--- config.mk ---
export PLATFORM = sky130hd
export DESIGN_NAME = six_step_commutator_deadtime_core_flat
export DESIGN_NICKNAME = d
export VERILOG_FILES = /design/src/sv/scdt_pkg.sv /design/src/sv/scdt_if.sv /design/src/sv/six_step_commutator_deadtime_core.sv /design/src/sv/scdt_planner.sv /design/src/sv/scdt_emitter.sv /design/src/flat_wrapper.sv
export SDC_FILE = /design/constraint.sdc
export NUM_CORES = 1
export LEC_CHECK = 0
export ABC_CLOCK_PERIOD_IN_PS = 13200
export BUFFER_PORTS_ARGS = -buffer_cell sky130_fd_sc_hd__buf_4
export CAP_MARGIN = 20
export CELL_PAD_IN_SITES_DETAIL_PLACEMENT = 1
export CELL_PAD_IN_SITES_GLOBAL_PLACEMENT = 1
export CORE_AREA = 2 2 224 226
export DETAILED_ROUTE_END_ITERATION = 8
export DIE_AREA = 0 0 226 228
export PLACE_DENSITY_LB_ADDON = 0.15
export SETUP_SLACK_MARGIN = 0.05
export SYNTH_ARGS = -nofsm -noshare
export SYNTH_HDL_FRONTEND = slang
export SYNTH_SLANG_ARGS = --single-unit
--- constraint.sdc ---
create_clock -name clk -period 13.2 [get_ports clk]
set_clock_uncertainty 0.2 [all_clocks]
set_input_delay 1.98 -clock clk [delete_from_list [all_inputs] [get_ports clk]]
set_output_delay 1.98 -clock clk [all_outputs]
set_load 0.01 [all_outputs]
--- src/sv/scdt_pkg.sv ---
// Shared types, codes and the commutation table for the six-step commutator.
// No dependencies; every other file imports this package.
package scdt_pkg;

    // command codes
    localparam logic [3:0] CMD_STEP    = 4'd0;
    localparam logic [3:0] CMD_LEG     = 4'd1;
    localparam logic [3:0] CMD_DUTY    = 4'd2;
    localparam logic [3:0] CMD_COAST   = 4'd3;
    localparam logic [3:0] CMD_BRAKE   = 4'd4;
    localparam logic [3:0] CMD_ENABLE  = 4'd5;
    localparam logic [3:0] CMD_DISABLE = 4'd6;
    localparam logic [3:0] CMD_ESTOP   = 4'd7;
    localparam logic [3:0] CMD_FAULT   = 4'd8;

    // leg modes
    localparam logic [1:0] MODE_FLOAT = 2'd0;
    localparam logic [1:0] MODE_LOW   = 2'd1;
    localparam logic [1:0] MODE_HIGH  = 2'd2;
    localparam logic [1:0] MODE_PWM   = 2'd3;

    // result kinds
    localparam logic [1:0] KIND_LEG    = 2'd0;
    localparam logic [1:0] KIND_WAIT   = 2'd1;
    localparam logic [1:0] KIND_PIN    = 2'd2;
    localparam logic [1:0] KIND_STATUS = 2'd3;

    // configuration register indexes
    localparam logic [1:0] REG_DEADTIME = 2'd0;
    localparam logic [1:0] REG_EN_POL   = 2'd1;
    localparam logic [1:0] REG_FLT_POL  = 2'd2;

    localparam logic [2:0] NUM_STEPS = 3'd6;
    localparam logic [1:0] NUM_LEGS  = 2'd3;
    localparam int         MAX_ITEMS = 8;

    typedef logic [2:0][1:0] leg_modes_t;

    typedef struct packed {
        logic [3:0]  command;
        logic [2:0]  step_index;
        logic [1:0]  phase_index;
        logic [1:0]  leg_mode_req;
        logic [15:0] duty_req;
        logic        fault_level;
    } cmd_t;

    typedef struct packed {
        logic [1:0] kind;
        logic [1:0] phase;
        logic [1:0] mode;
        logic [9:0] duty;
        logic       pin;
        logic       status;
        logic       faulted;
        logic [2:0] cur_step;
        logic [9:0] cur_duty;
        logic       enabled;
        logic       last;
    } item_t;

    typedef struct packed {
        item_t [MAX_ITEMS-1:0] items;
        logic [3:0]            count;
    } plan_t;

    typedef struct packed {
        leg_modes_t legs;
        logic [2:0] step;
        logic [9:0] duty;
        logic       enabled;
    } state_t;

    typedef struct packed {
        logic [15:0] deadtime_len;
        logic        enable_polarity_high;
        logic        fault_polarity_low;
    } cfg_t;

    // leg modes of each commutation step, leg U in element 0
    function automatic leg_modes_t step_modes(input logic [2:0] step);
        leg_modes_t m;
        case (step)
            3'd0: begin m[0] = MODE_PWM;   m[1] = MODE_LOW;   m[2] = MODE_FLOAT; end
            3'd1: begin m[0] = MODE_PWM;   m[1] = MODE_FLOAT; m[2] = MODE_LOW;   end
            3'd2: begin m[0] = MODE_FLOAT; m[1] = MODE_PWM;   m[2] = MODE_LOW;   end
            3'd3: begin m[0] = MODE_LOW;   m[1] = MODE_PWM;   m[2] = MODE_FLOAT; end
            3'd4: begin m[0] = MODE_LOW;   m[1] = MODE_FLOAT; m[2] = MODE_PWM;   end
            3'd5: begin m[0] = MODE_FLOAT; m[1] = MODE_LOW;   m[2] = MODE_PWM;   end
            default: m = '0;
        endcase
        return m;
    endfunction

    function automatic item_t mk_leg(input logic [1:0] phase, input logic [1:0] mode,
                                     input logic [9:0] duty);
        item_t it;
        it       = '0;
        it.kind  = KIND_LEG;
        it.phase = phase;
        it.mode  = mode;
        it.duty  = (mode == MODE_PWM) ? duty : 10'd0;
        return it;
    endfunction

endpackage

--- src/sv/scdt_if.sv ---
// Handshake interfaces for the command, result and configuration channels.
// Depends on scdt_pkg.
interface scdt_cmd_if import scdt_pkg::*; ();
    logic        valid;
    logic        ready;
    logic [3:0]  command;
    logic [2:0]  step_index;
    logic [1:0]  phase_index;
    logic [1:0]  leg_mode_req;
    logic [15:0] duty_req;
    logic        fault_level;

    modport source (output valid, command, step_index, phase_index, leg_mode_req,
                    duty_req, fault_level, input ready);
    modport sink   (input valid, command, step_index, phase_index, leg_mode_req,
                    duty_req, fault_level, output ready);
endinterface

interface scdt_res_if import scdt_pkg::*; ();
    logic       valid;
    logic       ready;
    logic [1:0] result_kind;
    logic [1:0] out_phase;
    logic [1:0] out_mode;
    logic [9:0] out_duty;
    logic       pin_level;
    logic       status_code;
    logic       faulted;
    logic [2:0] cur_step;
    logic [9:0] cur_duty;
    logic       is_enabled;
    logic       last_item;

    modport source (output valid, result_kind, out_phase, out_mode, out_duty, pin_level,
                    status_code, faulted, cur_step, cur_duty, is_enabled, last_item,
                    input ready);
    modport sink   (input valid, result_kind, out_phase, out_mode, out_duty, pin_level,
                    status_code, faulted, cur_step, cur_duty, is_enabled, last_item,
                    output ready);
endinterface

interface scdt_cfg_if import scdt_pkg::*; ();
    logic        valid;
    logic        ready;
    logic [1:0]  index;
    logic [15:0] data;

    modport source (output valid, index, data, input ready);
    modport sink   (input valid, index, data, output ready);
endinterface

--- src/sv/six_step_commutator_deadtime_core.sv ---
// Top level of the six-step commutator with software deadtime.
// Depends on scdt_pkg, scdt_if, scdt_planner and scdt_emitter.
//
// A command is taken into an input register, planned combinationally into a
// buffer of up to eight result transactions, and those leave one per cycle
// while the result channel is ready. A command gives one result for a
// status-only command, up to seven for a step change with deadtime and up to
// eight for a brake from three driven legs with deadtime. The next command is
// already held in the input register while the previous one drains, and is
// planned in the same cycle as the previous last transaction is taken, so
// commands follow with no gap. Configuration writes are always accepted.
module six_step_commutator_deadtime_core import scdt_pkg::*; #(
    parameter int DUTY_MAX = 1000
) (
    input  logic       clk,
    input  logic       rst_n,
    scdt_cmd_if.sink   cmd,
    scdt_res_if.source res,
    scdt_cfg_if.sink   cfg
);

    cmd_t   cmd_reg;
    logic   cmd_valid_reg;
    logic   cmd_valid_next;
    state_t state_reg;
    state_t state_next;
    cfg_t   cfg_reg;
    plan_t  plan;
    logic   free;
    logic   load;
    logic   cmd_fire;

    assign load      = cmd_valid_reg && free;
    assign cmd.ready = !cmd_valid_reg || free;
    assign cmd_fire  = cmd.valid && cmd.ready;
    assign cfg.ready = 1'b1;

    always_comb
    begin
        cmd_valid_next = cmd_valid_reg;
        if (cmd_fire)
            cmd_valid_next = 1'b1;
        else if (load)
            cmd_valid_next = 1'b0;
    end

    always_ff @(posedge clk or negedge rst_n)
    begin
        if (!rst_n)
            cmd_valid_reg <= 1'b0;
        else
            cmd_valid_reg <= cmd_valid_next;
    end

    always_ff @(posedge clk)
    begin
        if (cmd_fire)
        begin
            cmd_reg.command      <= cmd.command;
            cmd_reg.step_index   <= cmd.step_index;
            cmd_reg.phase_index  <= cmd.phase_index;
            cmd_reg.leg_mode_req <= cmd.leg_mode_req;
            cmd_reg.duty_req     <= cmd.duty_req;
            cmd_reg.fault_level  <= cmd.fault_level;
        end
    end

    // commit state only when the plan enters the result buffer
    always_ff @(posedge clk or negedge rst_n)
    begin
        if (!rst_n)
            state_reg <= '0;
        else if (load)
            state_reg <= state_next;
    end

    always_ff @(posedge clk or negedge rst_n)
    begin
        if (!rst_n)
        begin
            cfg_reg.deadtime_len         <= 16'd0;
            cfg_reg.enable_polarity_high <= 1'b1;
            cfg_reg.fault_polarity_low   <= 1'b1;
        end
        else if (cfg.valid && cfg.ready)
        begin
            case (cfg.index)
                REG_DEADTIME: cfg_reg.deadtime_len         <= cfg.data;
                REG_EN_POL:   cfg_reg.enable_polarity_high <= cfg.data[0];
                REG_FLT_POL:  cfg_reg.fault_polarity_low   <= cfg.data[0];
                default:      cfg_reg <= cfg_reg;
            endcase
        end
    end

    scdt_planner #(
        .DUTY_MAX (DUTY_MAX)
    ) u_planner (
        .cmd        (cmd_reg),
        .state      (state_reg),
        .cfg        (cfg_reg),
        .plan       (plan),
        .state_next (state_next)
    );

    scdt_emitter u_emitter (
        .clk   (clk),
        .rst_n (rst_n),
        .load  (load),
        .plan  (plan),
        .free  (free),
        .res   (res)
    );

    a_hold_pending: assert property (@(posedge clk) disable iff (!rst_n)
        (cmd_valid_reg && !load) |=> (cmd_valid_reg && $stable(cmd_reg)))
        else $error("pending command lost or overwritten");

    a_state_only_on_load: assert property (@(posedge clk) disable iff (!rst_n)
        !load |=> $stable(state_reg))
        else $error("leg state changed without a command");

    a_duty_clamped: assert property (@(posedge clk) disable iff (!rst_n)
        state_reg.duty <= 10'(DUTY_MAX))
        else $error("stored duty above limit");

endmodule

--- src/sv/scdt_planner.sv ---
// Combinational planner: turns one registered command and the leg state into
// the full list of result transactions and the next state. Depends on scdt_pkg.
module scdt_planner import scdt_pkg::*; #(
    parameter int DUTY_MAX = 1000
) (
    input  cmd_t   cmd,
    input  state_t state,
    input  cfg_t   cfg,
    output plan_t  plan,
    output state_t state_next
);

    always_comb
    begin
        plan_t      p;
        state_t     ns;
        logic [3:0] n;
        leg_modes_t cur;
        leg_modes_t tgt;
        logic       chg;
        logic       do_apply;
        logic       do_float;
        logic       do_refresh;
        logic       do_pin;
        logic       pin_on;
        logic       err;
        logic       flt;
        logic [9:0] duty_c;
        logic [9:0] apply_duty;
        item_t      it;

        p          = '0;
        ns         = state;
        n          = 4'd0;
        cur        = state.legs;
        tgt        = state.legs;
        chg        = 1'b0;
        do_apply   = 1'b0;
        do_float   = 1'b0;
        do_refresh = 1'b0;
        do_pin     = 1'b0;
        pin_on     = 1'b0;
        err        = 1'b0;
        flt        = 1'b0;
        duty_c     = (cmd.duty_req > 16'(DUTY_MAX)) ? 10'(DUTY_MAX) : cmd.duty_req[9:0];
        apply_duty = duty_c;

        case (cmd.command)
            CMD_STEP:
            begin
                if (cmd.step_index >= NUM_STEPS)
                    err = 1'b1;
                else
                begin
                    do_apply = 1'b1;
                    tgt      = step_modes(cmd.step_index);
                    ns.step  = cmd.step_index;
                    ns.duty  = duty_c;
                end
            end
            CMD_LEG:
            begin
                if (cmd.phase_index >= NUM_LEGS)
                    err = 1'b1;
                else
                begin
                    do_apply = 1'b1;
                    if (cmd.leg_mode_req != MODE_PWM)
                        apply_duty = 10'd0;
                    tgt[cmd.phase_index] = cmd.leg_mode_req;
                end
            end
            CMD_DUTY:
            begin
                do_refresh = 1'b1;
                ns.duty    = duty_c;
            end
            CMD_COAST:
            begin
                do_float = 1'b1;
                ns.duty  = 10'd0;
            end
            CMD_BRAKE:
            begin
                do_apply   = 1'b1;
                tgt        = {MODE_LOW, MODE_LOW, MODE_LOW};
                apply_duty = 10'd0;
                ns.duty    = 10'd0;
            end
            CMD_ENABLE:
            begin
                do_pin     = 1'b1;
                pin_on     = 1'b1;
                ns.enabled = 1'b1;
            end
            CMD_DISABLE, CMD_ESTOP:
            begin
                do_float   = 1'b1;
                do_pin     = 1'b1;
                ns.enabled = 1'b0;
                ns.duty    = 10'd0;
            end
            CMD_FAULT:
                flt = cfg.fault_polarity_low ? !cmd.fault_level : cmd.fault_level;
            default:
                err = 1'b1;
        endcase

        if (do_float)
        begin
            for (int i = 0; i < 3; i++)
            begin
                p.items[n[2:0]] = mk_leg(2'(i), MODE_FLOAT, 10'd0);
                n = n + 4'd1;
                cur[i] = MODE_FLOAT;
            end
        end

        if (do_apply)
        begin
            // float every driven leg that changes, wait if a deadtime is set, then drive the new modes
            for (int i = 0; i < 3; i++)
            begin
                if (cur[i] != tgt[i])
                begin
                    if (cur[i] != MODE_FLOAT)
                    begin
                        p.items[n[2:0]] = mk_leg(2'(i), MODE_FLOAT, 10'd0);
                        n = n + 4'd1;
                        cur[i] = MODE_FLOAT;
                    end
                    chg = 1'b1;
                end
            end
            if (chg && (cfg.deadtime_len != 16'd0))
            begin
                it      = '0;
                it.kind = KIND_WAIT;
                p.items[n[2:0]] = it;
                n = n + 4'd1;
            end
            for (int i = 0; i < 3; i++)
            begin
                if (!((cur[i] == tgt[i]) && (tgt[i] != MODE_PWM)))
                begin
                    p.items[n[2:0]] = mk_leg(2'(i), tgt[i], apply_duty);
                    n = n + 4'd1;
                    cur[i] = tgt[i];
                end
            end
        end

        if (do_refresh)
        begin
            for (int i = 0; i < 3; i++)
            begin
                if (cur[i] == MODE_PWM)
                begin
                    p.items[n[2:0]] = mk_leg(2'(i), MODE_PWM, duty_c);
                    n = n + 4'd1;
                end
            end
        end

        if (do_pin)
        begin
            it      = '0;
            it.kind = KIND_PIN;
            it.pin  = cfg.enable_polarity_high ? pin_on : !pin_on;
            p.items[n[2:0]] = it;
            n = n + 4'd1;
        end

        ns.legs = cur;

        it          = '0;
        it.kind     = KIND_STATUS;
        it.status   = err;
        it.faulted  = flt;
        it.cur_step = ns.step;
        it.cur_duty = ns.duty;
        it.enabled  = ns.enabled;
        it.last     = 1'b1;
        p.items[n[2:0]] = it;
        n = n + 4'd1;

        p.count    = n;
        plan       = p;
        state_next = ns;
    end

endmodule

--- src/sv/scdt_emitter.sv ---
// Result buffer: holds the planned transactions of one command and shifts them out
// one per cycle on the result channel while it is ready. Depends on scdt_pkg, scdt_if.
module scdt_emitter import scdt_pkg::*; (
    input  logic           clk,
    input  logic           rst_n,
    input  logic           load,
    input  plan_t          plan,
    output logic           free,
    scdt_res_if.source     res
);

    item_t [MAX_ITEMS-1:0] buf_reg;
    item_t [MAX_ITEMS-1:0] buf_next;
    logic [3:0]            count_reg;
    logic [3:0]            count_next;
    logic                  fire;
    item_t                 head;

    assign head = buf_reg[0];
    assign fire = res.valid && res.ready;
    assign free = (count_reg == 4'd0) || ((count_reg == 4'd1) && fire);

    always_comb
    begin
        buf_next   = buf_reg;
        count_next = count_reg;
        if (load)
        begin
            buf_next   = plan.items;
            count_next = plan.count;
        end
        else if (fire)
        begin
            // advance the queue by one transaction
            for (int i = 0; i < MAX_ITEMS - 1; i++)
                buf_next[i] = buf_reg[i+1];
            buf_next[MAX_ITEMS-1] = '0;
            count_next = count_reg - 4'd1;
        end
    end

    always_ff @(posedge clk or negedge rst_n)
    begin
        if (!rst_n)
            count_reg <= 4'd0;
        else
            count_reg <= count_next;
    end

    always_ff @(posedge clk)
    begin
        buf_reg <= buf_next;
    end

    assign res.valid       = (count_reg != 4'd0);
    assign res.result_kind = head.kind;
    assign res.out_phase   = head.phase;
    assign res.out_mode    = head.mode;
    assign res.out_duty    = head.duty;
    assign res.pin_level   = head.pin;
    assign res.status_code = head.status;
    assign res.faulted     = head.faulted;
    assign res.cur_step    = head.cur_step;
    assign res.cur_duty    = head.cur_duty;
    assign res.is_enabled  = head.enabled;
    assign res.last_item   = head.last;

    a_load_when_free: assert property (@(posedge clk) disable iff (!rst_n)
        load |-> free)
        else $error("plan loaded while results still pending");

    a_last_at_tail: assert property (@(posedge clk) disable iff (!rst_n)
        (count_reg == 4'd1) |-> head.last)
        else $error("final transaction of a command not marked last");

    a_count_loaded: assert property (@(posedge clk) disable iff (!rst_n)
        load |=> (count_reg == $past(plan.count)))
        else $error("buffer count does not match plan");

    a_plan_nonempty: assert property (@(posedge clk) disable iff (!rst_n)
        load |-> (plan.count != 4'd0))
        else $error("command planned without a status transaction");

endmodule
--- src/flat_wrapper.sv ---
// flat-port wrapper written by rule: the top's interface ports become plain ports
module six_step_commutator_deadtime_core_flat import scdt_pkg::*;
#(
    parameter int DUTY_MAX = 1000
)
  (clk, rst_n, cmd_valid, cmd_command, cmd_step_index, cmd_phase_index, cmd_leg_mode_req, cmd_duty_req, cmd_fault_level, cmd_ready, res_valid, res_result_kind, res_out_phase, res_out_mode, res_out_duty, res_pin_level, res_status_code, res_faulted, res_cur_step, res_cur_duty, res_is_enabled, res_last_item, res_ready, cfg_valid, cfg_index, cfg_data, cfg_ready);
  scdt_cmd_if cmd_i ();
  scdt_res_if res_i ();
  scdt_cfg_if cfg_i ();
  input  logic clk;
  input  logic rst_n;
  input wire logic [$bits(cmd_i.valid)-1:0] cmd_valid;
  input wire logic [$bits(cmd_i.command)-1:0] cmd_command;
  input wire logic [$bits(cmd_i.step_index)-1:0] cmd_step_index;
  input wire logic [$bits(cmd_i.phase_index)-1:0] cmd_phase_index;
  input wire logic [$bits(cmd_i.leg_mode_req)-1:0] cmd_leg_mode_req;
  input wire logic [$bits(cmd_i.duty_req)-1:0] cmd_duty_req;
  input wire logic [$bits(cmd_i.fault_level)-1:0] cmd_fault_level;
  output wire logic [$bits(cmd_i.ready)-1:0] cmd_ready;
  output wire logic [$bits(res_i.valid)-1:0] res_valid;
  output wire logic [$bits(res_i.result_kind)-1:0] res_result_kind;
  output wire logic [$bits(res_i.out_phase)-1:0] res_out_phase;
  output wire logic [$bits(res_i.out_mode)-1:0] res_out_mode;
  output wire logic [$bits(res_i.out_duty)-1:0] res_out_duty;
  output wire logic [$bits(res_i.pin_level)-1:0] res_pin_level;
  output wire logic [$bits(res_i.status_code)-1:0] res_status_code;
  output wire logic [$bits(res_i.faulted)-1:0] res_faulted;
  output wire logic [$bits(res_i.cur_step)-1:0] res_cur_step;
  output wire logic [$bits(res_i.cur_duty)-1:0] res_cur_duty;
  output wire logic [$bits(res_i.is_enabled)-1:0] res_is_enabled;
  output wire logic [$bits(res_i.last_item)-1:0] res_last_item;
  input wire logic [$bits(res_i.ready)-1:0] res_ready;
  input wire logic [$bits(cfg_i.valid)-1:0] cfg_valid;
  input wire logic [$bits(cfg_i.index)-1:0] cfg_index;
  input wire logic [$bits(cfg_i.data)-1:0] cfg_data;
  output wire logic [$bits(cfg_i.ready)-1:0] cfg_ready;
  assign cmd_i.valid = cmd_valid;
  assign cmd_i.command = cmd_command;
  assign cmd_i.step_index = cmd_step_index;
  assign cmd_i.phase_index = cmd_phase_index;
  assign cmd_i.leg_mode_req = cmd_leg_mode_req;
  assign cmd_i.duty_req = cmd_duty_req;
  assign cmd_i.fault_level = cmd_fault_level;
  assign cmd_ready = cmd_i.ready;
  assign res_valid = res_i.valid;
  assign res_result_kind = res_i.result_kind;
  assign res_out_phase = res_i.out_phase;
  assign res_out_mode = res_i.out_mode;
  assign res_out_duty = res_i.out_duty;
  assign res_pin_level = res_i.pin_level;
  assign res_status_code = res_i.status_code;
  assign res_faulted = res_i.faulted;
  assign res_cur_step = res_i.cur_step;
  assign res_cur_duty = res_i.cur_duty;
  assign res_is_enabled = res_i.is_enabled;
  assign res_last_item = res_i.last_item;
  assign res_i.ready = res_ready;
  assign cfg_i.valid = cfg_valid;
  assign cfg_i.index = cfg_index;
  assign cfg_i.data = cfg_data;
  assign cfg_ready = cfg_i.ready;
  six_step_commutator_deadtime_core #(.DUTY_MAX(DUTY_MAX)) u_core (.clk(clk), .rst_n(rst_n), .cmd(cmd_i), .res(res_i), .cfg(cfg_i));
endmodule
* Word-level counts from Yosys, hierarchy flattened
Index checks and enable logic that the tools add are counted.
** Storage, ports and cells
- Bits in registers :: 343
- Input port bits :: 51
- Output and inout bits :: 37
- Logic and storage cells :: 372
** Cells by class
- Add/subtract/negate cells :: 13
- $lt $le $gt $ge :: 29
- Equal/unequal tests :: 32
- Mux-type cells :: 137
- Bitwise logic cells :: 11
- Reductions and logical operators :: 45
** Operators with widths (count)
- two-way mux 272 bit :: 26
- bitwise mux 272 bit :: 8
- demux 34 bit (select 3 bit) :: 12
- bitwise AND 264 bit :: 3
- NOT 264 bit :: 3
- two-way mux 34 bit :: 12
- bitwise AND 102 x 272 -> 272 bit :: 1
- NOT 272 bit :: 1
- two-way mux 4 bit :: 26
- two-way mux 100 bit :: 1
- two-way mux 10 bit :: 6
- adder 4 x 1 -> 4 bit (second input constant) :: 12
- less-than comparator 3 x 4 -> 1 bit (second input constant) :: 12
- >= comparator 3 x 1 -> 1 bit (second input constant) :: 12
- one-hot mux 6 bit (6 select lines) :: 1
- one-hot mux 10 bit (3 select lines) :: 1
- two-way mux 2 bit :: 14
- two-way mux 6 bit :: 4
- bitwise OR 8 bit :: 3
- logical AND 1 bit :: 21
- one-hot mux 10 bit (2 select lines) :: 1
- one-hot mux 6 bit (3 select lines) :: 1
- two-way mux 1 bit :: 17
- equality test 4 x 3 -> 1 bit (second input constant) :: 4
- other kinds (36) :: 65

* Longest topological paths before layout
- Depth in word-level cells :: 48
- Mapped depth :: 56
- Gate-level depth less buffers :: 49

* Modules after synthesis
Synthesis repeated with hierarchy kept, for this count alone.
** Second synthesis, totals
- Cell total of the unflattened synthesis :: 2088
- Area, all modules :: 21943.5 um2
** Modules (own cells, without submodules)
- scdt_emitter :: instances 1, cells each 635, area an instance 11717.5 um2, sequential area each 8267.9 um2
- scdt_planner :: instances 1, cells each 1335, area an instance 7882.6 um2, sequential area each 0.0 um2
- six_step_commutator_deadtime_core :: instances 1, cells each 118, area an instance 2343.5 um2, sequential area each 1819.2 um2

* Worst setup path after synthesis
No wires, ideal clock.
- Path kind :: register to register
- Start point :: register u_core.cmd_reg[24] (netlist name)
- End point :: register u_core.u_emitter.buf_reg[123] (netlist name) (data pin)
- Setup time :: 0.282 ns
- Data arrival time :: 10.446 ns
- Setup slack :: 2.272 ns
- Stages on the path, launching flop included :: 56
- Path buffers :: 8
- Period minus slack after synthesis :: 10.928 ns
- Path through :: edfxtp_1 or2_0 clkbuf_1 nand2b_1 inv_1 clkbuf_1 clkbuf_1 nor2_1 ha_1 a21oi_1 and2_1 a211oi_1 and2_1 clkbuf_1 ha_1 and2_1 a31o_2 clkbuf_1 [20 not listed] a21oi_1 ha_1 mux2_2 ha_1 inv_1 a21o_1 a221o_1 a31oi_1 a311oi_1 inv_1 ha_1 a221oi_2 buf_2 a31oi_1 o211ai_1 clkbuf_1 a211o_1 o211ai_1
** RTL lines
- start, declared :: RTL line six_step_commutator_deadtime_core.sv:22 : cmd_t cmd_reg;
- end signal, assigned :: RTL line scdt_emitter.sv:52 : buf_reg <= buf_next;
- end, declared :: RTL line scdt_emitter.sv:12 : item_t [MAX_ITEMS-1:0] buf_reg;

==> results.toml <==
[place]
dp_hpwl_mm = 49.3
io_buffers = 86
placed_cell_area_um2 = 21200
place.gp.congestion = 0.914

[global_route]
grt_max_degree = 107
overflow = 0
antenna_found_initial = 0
track_usage_pct = 27.9
grt_pass1_wl_mm = 109
grt_pass1_vias = 16900

[critical_path]
crit_type = "register to register"
ff2ff_setup_slack_ns = 1.00
r2r_end = "u_core.u_emitter.buf_reg[226]$_DFFE_PP_"
worstReg2RegStart = "u_core.cmd_reg[26]$_DFFE_PP_"
crit_path_end_kind = "register"
crit_path_frequent_cell = "ha_1"
max_stage_delay_ns = 0.56
path_delay_family = "compound AO/OA/AOI/OAI gates"
cp_slowest_cell = "edfxtp_1"
worst-path-buf-inv = 6
cp.arrival_ns = 12.32
worstPathRequired_ns = 13.32
cp_max_fo = 15
reg2reg_depth = 47
cp-start-kind = "register"

[die]
coreArea_um2 = 49300
rows = 82
die_w_um = 226
start_util_pct = 40.6
io_pins = 88
dieArea_um2 = 51500
fp.dieH_um = 228

[clocking]
postCtsHoldBufs = 0
insertion_delay_ns = 0.59
cts_num_sinks = 343
cts_buffers = 42
cts_htree_levels = 2
cts_root_buf = "clkbuf_16"
clkTransAtPathRegs_ns = 0.06
cts_tree = "yes"
clockBufferDepth = 3

[synthesis]
synth_area_leaders = "edfxtp_1 45%, dfrtp_1 5.1%, a22o_1 4.5%"
ys_warn_count = 0
synth_area_um2 = 20000
ys_types = 101
async_flop_share_pct = 12.5
synthCells = 1886
ys_seq_elements = 343
synth_edf_count = 300
yosysTopAreaCellShare_pct = 45.0
syn_avg_cell_area_um2 = 10.6
synth.largest_area_cell = "edfxtp_1"
synth_ff_type = "edfxtp_1"
yosysSeqAreaShare_pct = 50.4

[final_layout]
nFillCells = 5389
layout.cells.most_common = "edfxtp_1"
area_growth_pct = 13.3
n_antenna_cell = 0
largest_reg_flops = 238
final_area_um2 = 22700
final_cell_mix = "300 x edfxtp_1, 214 x nand2_1, 160 x buf_4"
fin_nets = 1984
final_util_pct = 46.0
drive_above_1_share_pct = 16.5

[worst_hold_path]
hp-class = "register to register"
whs_path_depth = 1
min_to = "u_core.state_reg[2]$_DFFE_PN0P_"
min_from = "u_core.state_reg[2]$_DFFE_PN0P_"

[power]
ir_drop_v = 0.000213
static-leakage-power_nw = 8.26
p_per_area_nw_per_um2 = 283
clockPowerShare_pct = 17.6
switching_share_pct = 43.6
pwr-share-seq_pct = 33.4
power_frac_comb_pct = 49.0
p_switching_mw = 2.80
p_int_mw = 3.62

[timing]
fin_crit_ns = 12.20
setup_viol = 0
max_freq_ghz = 0.0820
tightestPinTransition_ns = 1.21
hold_viol_final = 0
final_max_slew_viol_count = 0
slew_headroom_pct = 19.0
period_share_pct = 92.4
rsz0062_at_grt = "no"
fin_setup_tns_ns = 0

[detailed_routing]
postRouteWirelength_mm = 71.8
vias_per_cell = 6.45
first_iter_violations = 1789
dr.pass1.iters = 6
antenna_left = 0
wl_per_cell_um = 27.4
vias = 16900
drc = 0

[flow_run]
drv_cap = 0

[outcome]
outcome = "complete, no violations"
## cells in the mapped netlist (11+ instances only)
cell,count
a211o_1,16
a211oi_1,25
a21o_1,32
a21oi_1,64
a221o_1,40
a221oi_1,48
a22o_1,102
a22oi_1,39
a31oi_1,15
a32oi_1,27
and2_1,40
buf_2,34
buf_4,31
clkbuf_1,116
dfrtp_1,41
edfxtp_1,300
ha_1,18
inv_1,28
mux2_2,24
mux2i_1,24
nand2_1,216
nand2b_1,13
nand3_1,59
nor2_1,112
nor3_1,57
nor4_1,16
o211ai_1,24
o21ai_0,47
o21ai_1,22
o22ai_1,13
o311ai_1,22
o31ai_1,16
or2_2,11
or3_1,17
xnor2_1,18
## layer usage
metal | GRT usage [%] | vias up | share of wire [%]
met5 | 0 | - | 0
met4 | 7.55 | 0 | 2.7
met3 | 5.49 | 130 | 8.5
met2 | 42.7 | 782 | 45
met1 | 40.2 | 8559 | 44
li1 | - | 7440 | -
## per-stage QoR
step	hold slack [ns]	std cells	worst slack (ns)	total power, mW
2_1_floorplan	0.250	1888	2.27	4.29
3_3_place_gp	0.259	2528	1.42	5.14
3_5_place_dp	0.267	2530	0.977	5.22
4_1_cts	0.283	2608	0.884	6.39
5_1_grt	0.301	2621	0.138	6.79
6_report	0.279	2621	1.00	6.42
## power groups by stage
stage | registers (mW) | clock network (mW) | logic (mW)
detailed placement | 2.16 | 0 | 3.07
global route | 2.20 | 1.20 | 3.40
global placement | 2.15 | 0 | 2.99
finish | 2.14 | 1.13 | 3.14
CTS | 2.15 | 1.16 | 3.08
floorplan | 2.17 | 0 | 2.12
## worst max-delay path by stage
| stage | from | endpoint | depth (start not counted) |
|---|---|---|---|
| final | u_core.cmd_reg[26]$_DFFE_PP_ | u_core.u_emitter.buf_reg[226]$_DFFE_PP_ | 47 |
| after global routing | u_core.cmd_reg[26]$_DFFE_PP_ | u_core.u_emitter.buf_reg[128]$_DFFE_PP_ | 49 |
| after CTS | u_core.cmd_reg[26]$_DFFE_PP_ | u_core.u_emitter.buf_reg[226]$_DFFE_PP_ | 49 |
| after detailed placement | u_core.cmd_reg[26]$_DFFE_PP_ | u_core.u_emitter.buf_reg[227]$_DFFE_PP_ | 49 |
| after global placement | u_core.cmd_reg[26]$_DFFE_PP_ | u_core.u_emitter.buf_reg[229]$_DFFE_PP_ | 49 |
| after floorplan | u_core.cmd_reg[24]$_DFFE_PP_ | u_core.u_emitter.buf_reg[123]$_DFFE_PP_ | 55 |
## final cells by class
type / instances / area [um2] / share of cell area (%)
clock buffer: 63 / 1190 / 5.25
timing repair buffer: 170 / 1280 / 5.67
multi-input combinational: 1327 / 9010 / 39.7
tap: 672 / 841 / 3.71
sequential: 343 / 10100 / 44.5
inverter: 31 / 120 / 0.530
clock inverter: 15 / 149 / 0.656
## cell families (layout without fill, tap and decap cells)
logic type	after synthesis	count (layout)	synth area share, %
AOI/OAI and AO/OA	624	624	24.3
and+or+nand+nor	598	598	14.3
DFF	343	343	50.4
buffers and inverters	218	279	4.99
muxes	51	51	2.81
xor gates and xnor gates	31	31	1.94
adders and majority gates	19	19	1.18
other	2	4	0.0375
## timing repair
| item | 4_1_cts | 5_1_grt |
|---|---|---|
| setup buffers | 0 | 4 |
| endpoints found under the setup margin | 0 | 75 |
| gates resized for setup | 0 | 4 |
(Power assumes the default switching activity.)
